## src/design/cgw_pkg.sv

```systemverilog
// Shared widths, constants and lookup functions for the calendar to GPS week converter.
`timescale 1ns / 1ps

package cgw_pkg;

  // Field widths
  localparam int unsigned YearW    = 12;
  localparam int unsigned MonthW   = 4;
  localparam int unsigned DayW     = 5;
  localparam int unsigned HourW    = 5;
  localparam int unsigned MinuteW  = 6;
  localparam int unsigned SecMsW   = 16;
  localparam int unsigned WeekW    = 17;
  localparam int unsigned TowW     = 30;

  // Internal widths
  localparam int unsigned DaysW    = 20;  // day count from 1 Jan 1980
  localparam int unsigned Q100W    = 6;   // quotient of a 12-bit value by 100
  localparam int unsigned HourMsW  = 27;
  localparam int unsigned MinMsW   = 22;
  localparam int unsigned LeapW    = 11;

  // Calendar constants
  localparam int unsigned EpochYear        = 1980;
  localparam int unsigned EpochDayOffset   = 6;     // 6 Jan 1980 is day zero
  localparam int unsigned LeapsBeforeEpoch = 479;   // leap years in 1..1979
  localparam int unsigned DaysPerYear      = 365;
  localparam int unsigned MsPerDay         = 86400000;
  localparam int unsigned MsPerHour        = 3600000;
  localparam int unsigned MsPerMin         = 60000;

  // Reciprocals: x/100 = (x*5243)>>19 for x < 4096, x/7 = (x*1198373)>>23 for x < 2^20
  localparam int unsigned Recip100      = 5243;
  localparam int unsigned Recip100Shift = 19;
  localparam int unsigned Recip7        = 1198373;
  localparam int unsigned Recip7Shift   = 23;

  // Days before the first of each month in a common year
  function automatic logic [8:0] days_before_month(input logic [MonthW-1:0] month);
    logic [8:0] d;
    case (month)
      4'd2:    d = 9'd31;
      4'd3:    d = 9'd59;
      4'd4:    d = 9'd90;
      4'd5:    d = 9'd120;
      4'd6:    d = 9'd151;
      4'd7:    d = 9'd181;
      4'd8:    d = 9'd212;
      4'd9:    d = 9'd243;
      4'd10:   d = 9'd273;
      4'd11:   d = 9'd304;
      4'd12:   d = 9'd334;
      default: d = 9'd0;
    endcase
    return d;
  endfunction

  // Milliseconds at the start of each weekday
  function automatic logic [TowW-1:0] weekday_ms(input logic [2:0] wday);
    logic [TowW-1:0] ms;
    case (wday)
      3'd1:    ms = TowW'(1 * MsPerDay);
      3'd2:    ms = TowW'(2 * MsPerDay);
      3'd3:    ms = TowW'(3 * MsPerDay);
      3'd4:    ms = TowW'(4 * MsPerDay);
      3'd5:    ms = TowW'(5 * MsPerDay);
      3'd6:    ms = TowW'(6 * MsPerDay);
      default: ms = '0;
    endcase
    return ms;
  endfunction

endpackage

```

## src/design/cgw_in_if.sv

```systemverilog
// Input channel: calendar date and time with valid/ready handshake.
`timescale 1ns / 1ps

interface cgw_in_if;
  logic                          valid;
  logic                          ready;
  logic [cgw_pkg::YearW-1:0]     year;
  logic [cgw_pkg::MonthW-1:0]    month;
  logic [cgw_pkg::DayW-1:0]      day;
  logic [cgw_pkg::HourW-1:0]     hour;
  logic [cgw_pkg::MinuteW-1:0]   minute;
  logic [cgw_pkg::SecMsW-1:0]    second_ms;

  modport source (output valid, year, month, day, hour, minute, second_ms, input ready);
  modport sink   (input valid, year, month, day, hour, minute, second_ms, output ready);
endinterface

```

## src/design/cgw_out_if.sv

```systemverilog
// Output channel: GPS week, time of week and invalid flag with valid/ready handshake.
`timescale 1ns / 1ps

interface cgw_out_if;
  logic                         valid;
  logic                         ready;
  logic [cgw_pkg::WeekW-1:0]    gps_week;
  logic [cgw_pkg::TowW-1:0]     week_time_ms;
  logic                         date_invalid;

  modport source (output valid, gps_week, week_time_ms, date_invalid, input ready);
  modport sink   (input valid, gps_week, week_time_ms, date_invalid, output ready);
endinterface

```

## src/design/calendar_to_gps_week_time.sv

```systemverilog
// Calendar date/time to GPS week and time-of-week converter, four-stage pipeline.
// A result passes through the stage 1 to stage 4 registers in turn before it is offered
// at the output.
// Throughput: one transaction per cycle; each stage stalls only when it is full and
// the stage after it cannot take its contents, so bubbles are squeezed out.
// Reset clears the stage valid bits only; data registers are not reset.
`timescale 1ns / 1ps

module calendar_to_gps_week_time (
  input  logic         clk_i,
  input  logic         rst_ni,
  cgw_in_if.sink       in_i,
  cgw_out_if.source    out_o
);

  // Stage valid bits and per-stage advance enables
  logic v1_q, v2_q, v3_q, v4_q;
  logic en1, en2, en3, en4;

  assign en4 = !v4_q || out_o.ready;
  assign en3 = !v3_q || en4;
  assign en2 = !v2_q || en3;
  assign en1 = !v1_q || en2;
  assign in_i.ready = en1;

  // ---------------- Stage 1: field checks, /100 quotients, hour/minute products
  logic [cgw_pkg::YearW-1:0]   n_in;
  logic [24:0]                 qn_prod, qy_prod;
  logic                        fbad_s1;
  logic [cgw_pkg::HourMsW-1:0] hour_ms_s1;
  logic [cgw_pkg::MinMsW-1:0]  min_ms_s1;

  assign n_in    = in_i.year - cgw_pkg::YearW'(1);
  assign qn_prod = 25'(n_in) * 25'(cgw_pkg::Recip100);
  assign qy_prod = 25'(in_i.year) * 25'(cgw_pkg::Recip100);
  assign fbad_s1 = (in_i.year < cgw_pkg::YearW'(cgw_pkg::EpochYear)) ||
                   (in_i.month == '0) || (in_i.month > cgw_pkg::MonthW'(12)) ||
                   (in_i.day == '0);
  assign hour_ms_s1 = cgw_pkg::HourMsW'(in_i.hour) * cgw_pkg::HourMsW'(cgw_pkg::MsPerHour);
  assign min_ms_s1  = cgw_pkg::MinMsW'(in_i.minute) * cgw_pkg::MinMsW'(cgw_pkg::MsPerMin);

  logic [cgw_pkg::YearW-1:0]   year1_q;
  logic [cgw_pkg::MonthW-1:0]  month1_q;
  logic [cgw_pkg::DayW-1:0]    day1_q;
  logic                        bad1_q;
  logic [cgw_pkg::Q100W-1:0]   qn1_q, qy1_q;
  logic [cgw_pkg::HourMsW-1:0] hour_ms1_q;
  logic [cgw_pkg::MinMsW-1:0]  min_ms1_q;
  logic [cgw_pkg::SecMsW-1:0]  sec1_q;

  // ---------------- Stage 2: leap test and day count since 1 Jan 1980
  logic [cgw_pkg::YearW-1:0] n2, yo2, c100;
  logic [cgw_pkg::LeapW-1:0] leaps2;
  logic                      div4, div100, leap2, leap_adj2;
  logic [cgw_pkg::DaysW-1:0] days_s2;
  logic [cgw_pkg::TowW-1:0]  tp_s2;

  assign n2     = year1_q - cgw_pkg::YearW'(1);
  assign yo2    = year1_q - cgw_pkg::YearW'(cgw_pkg::EpochYear);
  assign leaps2 = cgw_pkg::LeapW'(n2[cgw_pkg::YearW-1:2]) - cgw_pkg::LeapW'(qn1_q)
                + cgw_pkg::LeapW'(qn1_q[cgw_pkg::Q100W-1:2]);
  assign c100   = cgw_pkg::YearW'(qy1_q) * cgw_pkg::YearW'(100);
  assign div4   = (year1_q[1:0] == 2'b00);
  assign div100 = (year1_q == c100);
  assign leap2  = (div4 && !div100) || (div100 && (qy1_q[1:0] == 2'b00));
  assign leap_adj2 = leap2 && (month1_q > cgw_pkg::MonthW'(2));
  assign days_s2 = cgw_pkg::DaysW'(yo2) * cgw_pkg::DaysW'(cgw_pkg::DaysPerYear)
                 + cgw_pkg::DaysW'(leaps2)
                 + cgw_pkg::DaysW'(cgw_pkg::days_before_month(month1_q))
                 + cgw_pkg::DaysW'(leap_adj2)
                 + cgw_pkg::DaysW'(day1_q)
                 - cgw_pkg::DaysW'(cgw_pkg::LeapsBeforeEpoch);
  assign tp_s2 = cgw_pkg::TowW'(hour_ms1_q) + cgw_pkg::TowW'(min_ms1_q)
               + cgw_pkg::TowW'(sec1_q);

  logic [cgw_pkg::DaysW-1:0] days2_q;
  logic [cgw_pkg::TowW-1:0]  tp2_q;
  logic                      bad2_q;

  // ---------------- Stage 3: epoch check and week by reciprocal of 7
  logic                      before_s3;
  logic [cgw_pkg::DaysW-1:0] d6_s3;
  logic [40:0]               wprod;

  assign before_s3 = days2_q < cgw_pkg::DaysW'(cgw_pkg::EpochDayOffset);
  assign d6_s3     = days2_q - cgw_pkg::DaysW'(cgw_pkg::EpochDayOffset);
  assign wprod     = 41'(d6_s3) * 41'(cgw_pkg::Recip7);

  logic [cgw_pkg::WeekW-1:0] week3_q;
  logic [cgw_pkg::DaysW-1:0] d63_q;
  logic [cgw_pkg::TowW-1:0]  tp3_q;
  logic                      bad3_q;

  // ---------------- Stage 4: weekday remainder and time of week
  logic [cgw_pkg::DaysW-1:0] w7_s4;
  logic [2:0]                wday_s4;
  logic [cgw_pkg::TowW-1:0]  tow_s4;

  assign w7_s4   = {week3_q, 3'b000} - cgw_pkg::DaysW'(week3_q);
  assign wday_s4 = d63_q[2:0] - w7_s4[2:0];
  assign tow_s4  = cgw_pkg::weekday_ms(wday_s4) + tp3_q;

  logic [cgw_pkg::WeekW-1:0] week4_q;
  logic [cgw_pkg::TowW-1:0]  tow4_q;
  logic                      bad4_q;

  // Valid bits
  always_ff @(posedge clk_i or negedge rst_ni) begin
    if (!rst_ni) begin
      v1_q <= 1'b0;
      v2_q <= 1'b0;
      v3_q <= 1'b0;
      v4_q <= 1'b0;
    end else begin
      if (en1) v1_q <= in_i.valid;
      if (en2) v2_q <= v1_q;
      if (en3) v3_q <= v2_q;
      if (en4) v4_q <= v3_q;
    end
  end

  // Stage data registers
  always_ff @(posedge clk_i) begin
    if (en1 && in_i.valid) begin
      year1_q    <= in_i.year;
      month1_q   <= in_i.month;
      day1_q     <= in_i.day;
      bad1_q     <= fbad_s1;
      qn1_q      <= qn_prod[24:cgw_pkg::Recip100Shift];
      qy1_q      <= qy_prod[24:cgw_pkg::Recip100Shift];
      hour_ms1_q <= hour_ms_s1;
      min_ms1_q  <= min_ms_s1;
      sec1_q     <= in_i.second_ms;
    end
    if (en2 && v1_q) begin
      days2_q <= days_s2;
      tp2_q   <= tp_s2;
      bad2_q  <= bad1_q;
    end
    if (en3 && v2_q) begin
      week3_q <= wprod[cgw_pkg::Recip7Shift+cgw_pkg::WeekW-1:cgw_pkg::Recip7Shift];
      d63_q   <= d6_s3;
      tp3_q   <= tp2_q;
      bad3_q  <= bad2_q || before_s3;
    end
    if (en4 && v3_q) begin
      week4_q <= bad3_q ? '0 : week3_q;
      tow4_q  <= bad3_q ? '0 : tow_s4;
      bad4_q  <= bad3_q;
    end
  end

  assign out_o.valid        = v4_q;
  assign out_o.gps_week     = week4_q;
  assign out_o.week_time_ms = tow4_q;
  assign out_o.date_invalid = bad4_q;

`ifndef ASSERT_OFF
  // A rejected date carries zero week and time of week
  a_invalid_zero: assert property (@(posedge clk_i) disable iff (!rst_ni)
    (v4_q && bad4_q) |-> (week4_q == '0 && tow4_q == '0))
    else $error("invalid result with nonzero fields");

  // The reciprocal division by 7 leaves a weekday in 0..6
  a_wday_range: assert property (@(posedge clk_i) disable iff (!rst_ni)
    (v3_q && !bad3_q) |-> (wday_s4 != 3'd7))
    else $error("weekday remainder out of range");

  // An accepted transaction occupies stage 1 on the next cycle
  a_accept_lands: assert property (@(posedge clk_i) disable iff (!rst_ni)
    (in_i.valid && in_i.ready) |=> v1_q)
    else $error("accepted transaction lost at stage 1");

  // Input backpressure only when the whole pipe is full and the output stalls
  a_ready_low: assert property (@(posedge clk_i) disable iff (!rst_ni)
    !in_i.ready |-> (v1_q && v2_q && v3_q && v4_q && !out_o.ready))
    else $error("input stalled with room in the pipeline");

  // A result held by a stalled output stays put
  a_hold: assert property (@(posedge clk_i) disable iff (!rst_ni)
    (v4_q && !out_o.ready) |=> (v4_q && $stable(week4_q) && $stable(tow4_q)))
    else $error("stalled result changed");
`endif

endmodule

```

## src/flat_wrapper.sv

```systemverilog
// flat-port wrapper written by rule: the top's interface ports become plain ports
module calendar_to_gps_week_time_flat 
  (clk_i, rst_ni, in_i_valid, in_i_year, in_i_month, in_i_day, in_i_hour, in_i_minute, in_i_second_ms, in_i_ready, out_o_valid, out_o_gps_week, out_o_week_time_ms, out_o_date_invalid, out_o_ready);
  cgw_in_if in_i_i ();
  cgw_out_if out_o_i ();
  input  logic clk_i;
  input  logic rst_ni;
  input wire logic [$bits(in_i_i.valid)-1:0] in_i_valid;
  input wire logic [$bits(in_i_i.year)-1:0] in_i_year;
  input wire logic [$bits(in_i_i.month)-1:0] in_i_month;
  input wire logic [$bits(in_i_i.day)-1:0] in_i_day;
  input wire logic [$bits(in_i_i.hour)-1:0] in_i_hour;
  input wire logic [$bits(in_i_i.minute)-1:0] in_i_minute;
  input wire logic [$bits(in_i_i.second_ms)-1:0] in_i_second_ms;
  output wire logic [$bits(in_i_i.ready)-1:0] in_i_ready;
  output wire logic [$bits(out_o_i.valid)-1:0] out_o_valid;
  output wire logic [$bits(out_o_i.gps_week)-1:0] out_o_gps_week;
  output wire logic [$bits(out_o_i.week_time_ms)-1:0] out_o_week_time_ms;
  output wire logic [$bits(out_o_i.date_invalid)-1:0] out_o_date_invalid;
  input wire logic [$bits(out_o_i.ready)-1:0] out_o_ready;
  assign in_i_i.valid = in_i_valid;
  assign in_i_i.year = in_i_year;
  assign in_i_i.month = in_i_month;
  assign in_i_i.day = in_i_day;
  assign in_i_i.hour = in_i_hour;
  assign in_i_i.minute = in_i_minute;
  assign in_i_i.second_ms = in_i_second_ms;
  assign in_i_ready = in_i_i.ready;
  assign out_o_valid = out_o_i.valid;
  assign out_o_gps_week = out_o_i.gps_week;
  assign out_o_week_time_ms = out_o_i.week_time_ms;
  assign out_o_date_invalid = out_o_i.date_invalid;
  assign out_o_i.ready = out_o_ready;
  calendar_to_gps_week_time u_core (.clk_i(clk_i), .rst_ni(rst_ni), .in_i(in_i_i), .out_o(out_o_i));
endmodule
```

## config.mk

```make
export PLATFORM = sky130hd
export DESIGN_NAME = calendar_to_gps_week_time_flat
export DESIGN_NICKNAME = d
export VERILOG_FILES = /design/src/design/cgw_pkg.sv /design/src/design/cgw_in_if.sv /design/src/design/cgw_out_if.sv /design/src/design/calendar_to_gps_week_time.sv /design/src/flat_wrapper.sv
export SDC_FILE = /design/constraint.sdc
export NUM_CORES = 1
export LEC_CHECK = 0
export ABC_AREA = 1
export ABC_CLOCK_PERIOD_IN_PS = 6920
export BUFFER_PORTS_ARGS = -buffer_cell sky130_fd_sc_hd__buf_4
export CAP_MARGIN = 15
export CELL_PAD_IN_SITES_DETAIL_PLACEMENT = 0
export CELL_PAD_IN_SITES_GLOBAL_PLACEMENT = 2
export CORE_MARGIN = 2
export CORE_UTILIZATION = 41
export DETAILED_ROUTE_END_ITERATION = 10
export PLACE_DENSITY_LB_ADDON = 0.1
export SETUP_SLACK_MARGIN = 0.3
export SYNTH_ARGS = -nofsm -noshare
export SYNTH_HDL_FRONTEND = slang
export SYNTH_SLANG_ARGS = --single-unit
```

## constraint.sdc

```tcl
create_clock -name clk_i -period 6.92 [get_ports clk_i]
set_input_delay 1.038 -clock clk_i [delete_from_list [all_inputs] [get_ports clk_i]]
set_output_delay 1.038 -clock clk_i [all_outputs]
set_load 0.05 [all_outputs]
```

==> metrics.md <==
| Metric | Value |
|---|---|
| Status | `finished, final reports clean` |
| Gpl congestion | `0.8792` |
| Global-route wire length before repair | `between 100000 and 150000 µm` |
| Warnings, synthesis | `0` |
| Row cnt | `99` |
| Mux share of post-synthesis cell area | `0` |
| Reg clk slew, reported paths | `0.07 ns` |
| Number of global-route vias before repair | `22830` |
| Met2 layer usage reported by global route | `0.3372` |
| Max-cap violation count | `0` |
| Layout filler cell count | `roughly 7100` |
| Largest net degree at the start of global routing | `64` |
| Post-synth top flop | `edfxtp_1` |
| Vias per Instance | `slightly below 5` |
| Antenna Violating Nets Remaining | `0` |
| Delay-heaviest family, CP | `adder cells` |
| Average routed wire per standard cell | `16.33 µm` |
| Worst-Margin Slew | `0.8851 ns` |
| Crit-path slowest cell | `fa_1` |
| Endpoints failing setup | `0` |
| Root buffer cell | `clkbuf_16` |
| I/O Buffers | `a little over 100` |
| CP endpoint kind | `register` |
| Xor and xnor area share after synthesis | `0.05121` |
| Critical Path Start Type | `register` |
| RSZ-0062 raised after global routing | `true` |
| CTS tree | `built` |
| Clock Skew | `0.03216 ns` |
| Clock Path Buffers | `3` |
| Initial Util | `0.4123` |
| Fmax | `155.1 MHz` |
| Total congestion overflow | `0` |
| Total CTS buffers | `31` |
| Die Wd | `274.2 µm` |
| Die Area | `about 0.075 mm²` |
| Initial antenna violation count | `2` |
| Max stage delay on crit path | `0.56 ns` |
| Final TNS setup | `0 ns` |
| Post-synthesis compound-gate area fraction | `0.07642` |
| Number of synthesized flops with an enable pin | `235` |
| Initial drt markers | `889` |
| Post-synthesis simple-gate area fraction | `0.1251` |
| CP Class | `register to register` |
| Type of the worst min-delay path | `primary input to asynchronous set/reset pin` |
| Slew Viols, Final | `0` |
| Critical Path Fanout Max | `4` |
| Ys async rst share | `0.01613` |
| CP Buf/Inv Count | `3` |
| Nets | `4325` |
| GRT busiest layer | `met2` |
| H-tree Lvls | `1` |
| Met3 Track Usage GR | `0.01883` |
| Final wirelength | `approximately 72000 µm` |
| Worst rel slew slack | `0.4100` |
| Largest family of logic cells by synthesized area | `adder cells` |
| Post-synthesis net count | `a little over 4000` |
| Core area | `around 0.073 mm²` |
| Share of cells above drive strength 1 | `0.09465` |
| Most frequent cells in the layout | `724 x inv_1, 535 x ha_1, 443 x nand2_1, 259 x fa_1, 235 x edfxtp_1` |
| # DRC | `0` |
| I/O pins | `102` |
| Routed via count | `21860` |
| Tmin final | `6.448 ns` |
| Yosys cell types | `55` |
| Most common cell after layout, fill and taps aside | `inv_1` |
| Top cell by count, worst path | `fa_1` |
| Seq/Total Area, Yosys | `0.2451` |
| Die height | `274.2 µm` |
| Post-Syn Instances | `3279` |
| Post-synthesis register bit count | `248` |
| Hold Fails Final Rpt | `0` |
| First drt pass iteration count | `5` |
| Final core utilization | `0.4644` |
| Required time of the critical path | `between 7 and 8 ns` |
| Area grow syn2layout | `12.62%` |
| Post-DP HPWL | `62930 µm` |
| CP arrival | `slightly below 7 ns` |
| CTS sink count | `roughly 250` |
| Clock Latency Late Sink | `0.60 ns` |
| Global-route met1 utilization | `0.2697` |
| Global Route Usage Sum | `0.1966` |
| Post-Syn Area | `0.02993 mm²` |
| Final period utilization | `0.9318` |
| Adder-cell area share of the yosys netlist | `0.4083` |
| Syn Area/Cell | `approximately 9 µm²` |
-- metrics by stage --
stage | area [µm²] | instances | hold slack, ns | setup slack, ns
2_1_floorplan | 29930 | 3279 | 0.4003 | 0.5488
3_3_place_gp | 32110 | 4362 | 0.4006 | -0.07692
3_5_place_dp | 32110 | 4362 | 0.4045 | -0.08530
4_1_cts | 33170 | 4420 | 0.2200 | 0.3147
5_1_grt | 33710 | 4436 | 0.2356 | 0.2294
6_report | 33710 | 4436 | 0.2549 | 0.4718
-- routing by layer --
| metal | vias to the layer above | routed length [µm] |
|---|---|---|
| li1 | 10990 | - |
| met1 | 10520 | 33990 |
| met2 | 261 | 35010 |
| met3 | 86 | 1997 |
| met4 | 0 | 1437 |
| met5 | - | 0 |
-- cell type report --
| cell class | instances | area, µm² | share of cell area |
|---|---|---|---|
| timing repair buffer | 153 | 1152 | 0.03419 |
| multi-input combinational | 2285 | 20260 | 0.6011 |
| sequential | 248 | 7337 | 0.2177 |
| inverter | 735 | 2760 | 0.08189 |
| antenna | 1 | 2.502 | 0.00007424 |
| clock inverter | 22 | 211.5 | 0.006273 |
| tap | 959 | 1200 | 0.03560 |
| clock buffer | 33 | 783.3 | 0.02324 |
-- synth_stat cells (10+ instances only) --
master    count  area (µm²)
nand4_1      27       168.9
fa_1        263        5265
nand3_1     105       525.5
nor2_1      208       780.8
ha_1        556        6957
o21ai_1      11       55.05
o31ai_1      10       75.07
nor2_2       10       62.56
nor3_1       36       180.2
o21bai_1     10       75.07
xnor2_1      48       420.4
inv_1       731        2744
a21o_1       19       142.6
edfxtp_1    235        7057
a21boi_0     11       82.58
a31oi_1      12       75.07
xor2_1      127        1112
o21ai_0     116       580.6
nand2_1     450        1689
a21oi_1     191       955.9
-- sequential cells by signal, indices dropped and copies added (netlist names), 3 cells and up, named ones only --
register	count
u_core.d63_q	3
u_core.day1_q	5
u_core.days2_q	20
u_core.hour_ms1_q	20
u_core.min_ms1_q	17
u_core.month1_q	4
u_core.out_o.gps_week	17
u_core.out_o.week_time_ms	30
u_core.qn1_q	6
u_core.qy1_q	6
u_core.sec1_q	16
u_core.tp2_q	29
u_core.tp3_q	29
u_core.week3_q	17
u_core.year1_q	12
-- path summary, 6_finish.rpt --
check | startpoint | end | slack (ns) | cells past startpoint
worst max-delay path | u_core.days2_q[4] | u_core.week3_q[12] | 0.47 | 26
worst max register to register | u_core.days2_q[4] | u_core.week3_q[12] | 0.47 | 26
worst min register to register | u_core.tp2_q[6] | u_core.tp3_q[6] | 0.42 | 0
min in group clk_i | u_core.tp2_q[6] | u_core.tp3_q[6] | 0.42 | 0
max in group asynchronous | rst_ni | u_core.v2_q | 6.51 | 1
worst min-delay path | rst_ni | u_core.out_o.valid | 0.25 | 1
-- kinds of logic after synthesis --
| kind of cell | after synthesis |
|---|---|
| simple gates | 880 |
| xor+xnor | 175 |
| compound gates | 410 |
| fa+ha+maj | 819 |
| buf+inv | 746 |
| flops | 248 |
| other cells | 1 |
-- what timing repair did --
item	CTS	global route
buffers inserted	3	15
hold endpoints to repair	0	0
hold buffers	0	0
cloned	0	0
setup endpoints to repair	9	29
gates resized for setup	10	91
pin swaps	2	45
Power is left out: the tool's default activity adds up to more than one toggle a clock period on the data nets, which glitch-free logic cannot reach.
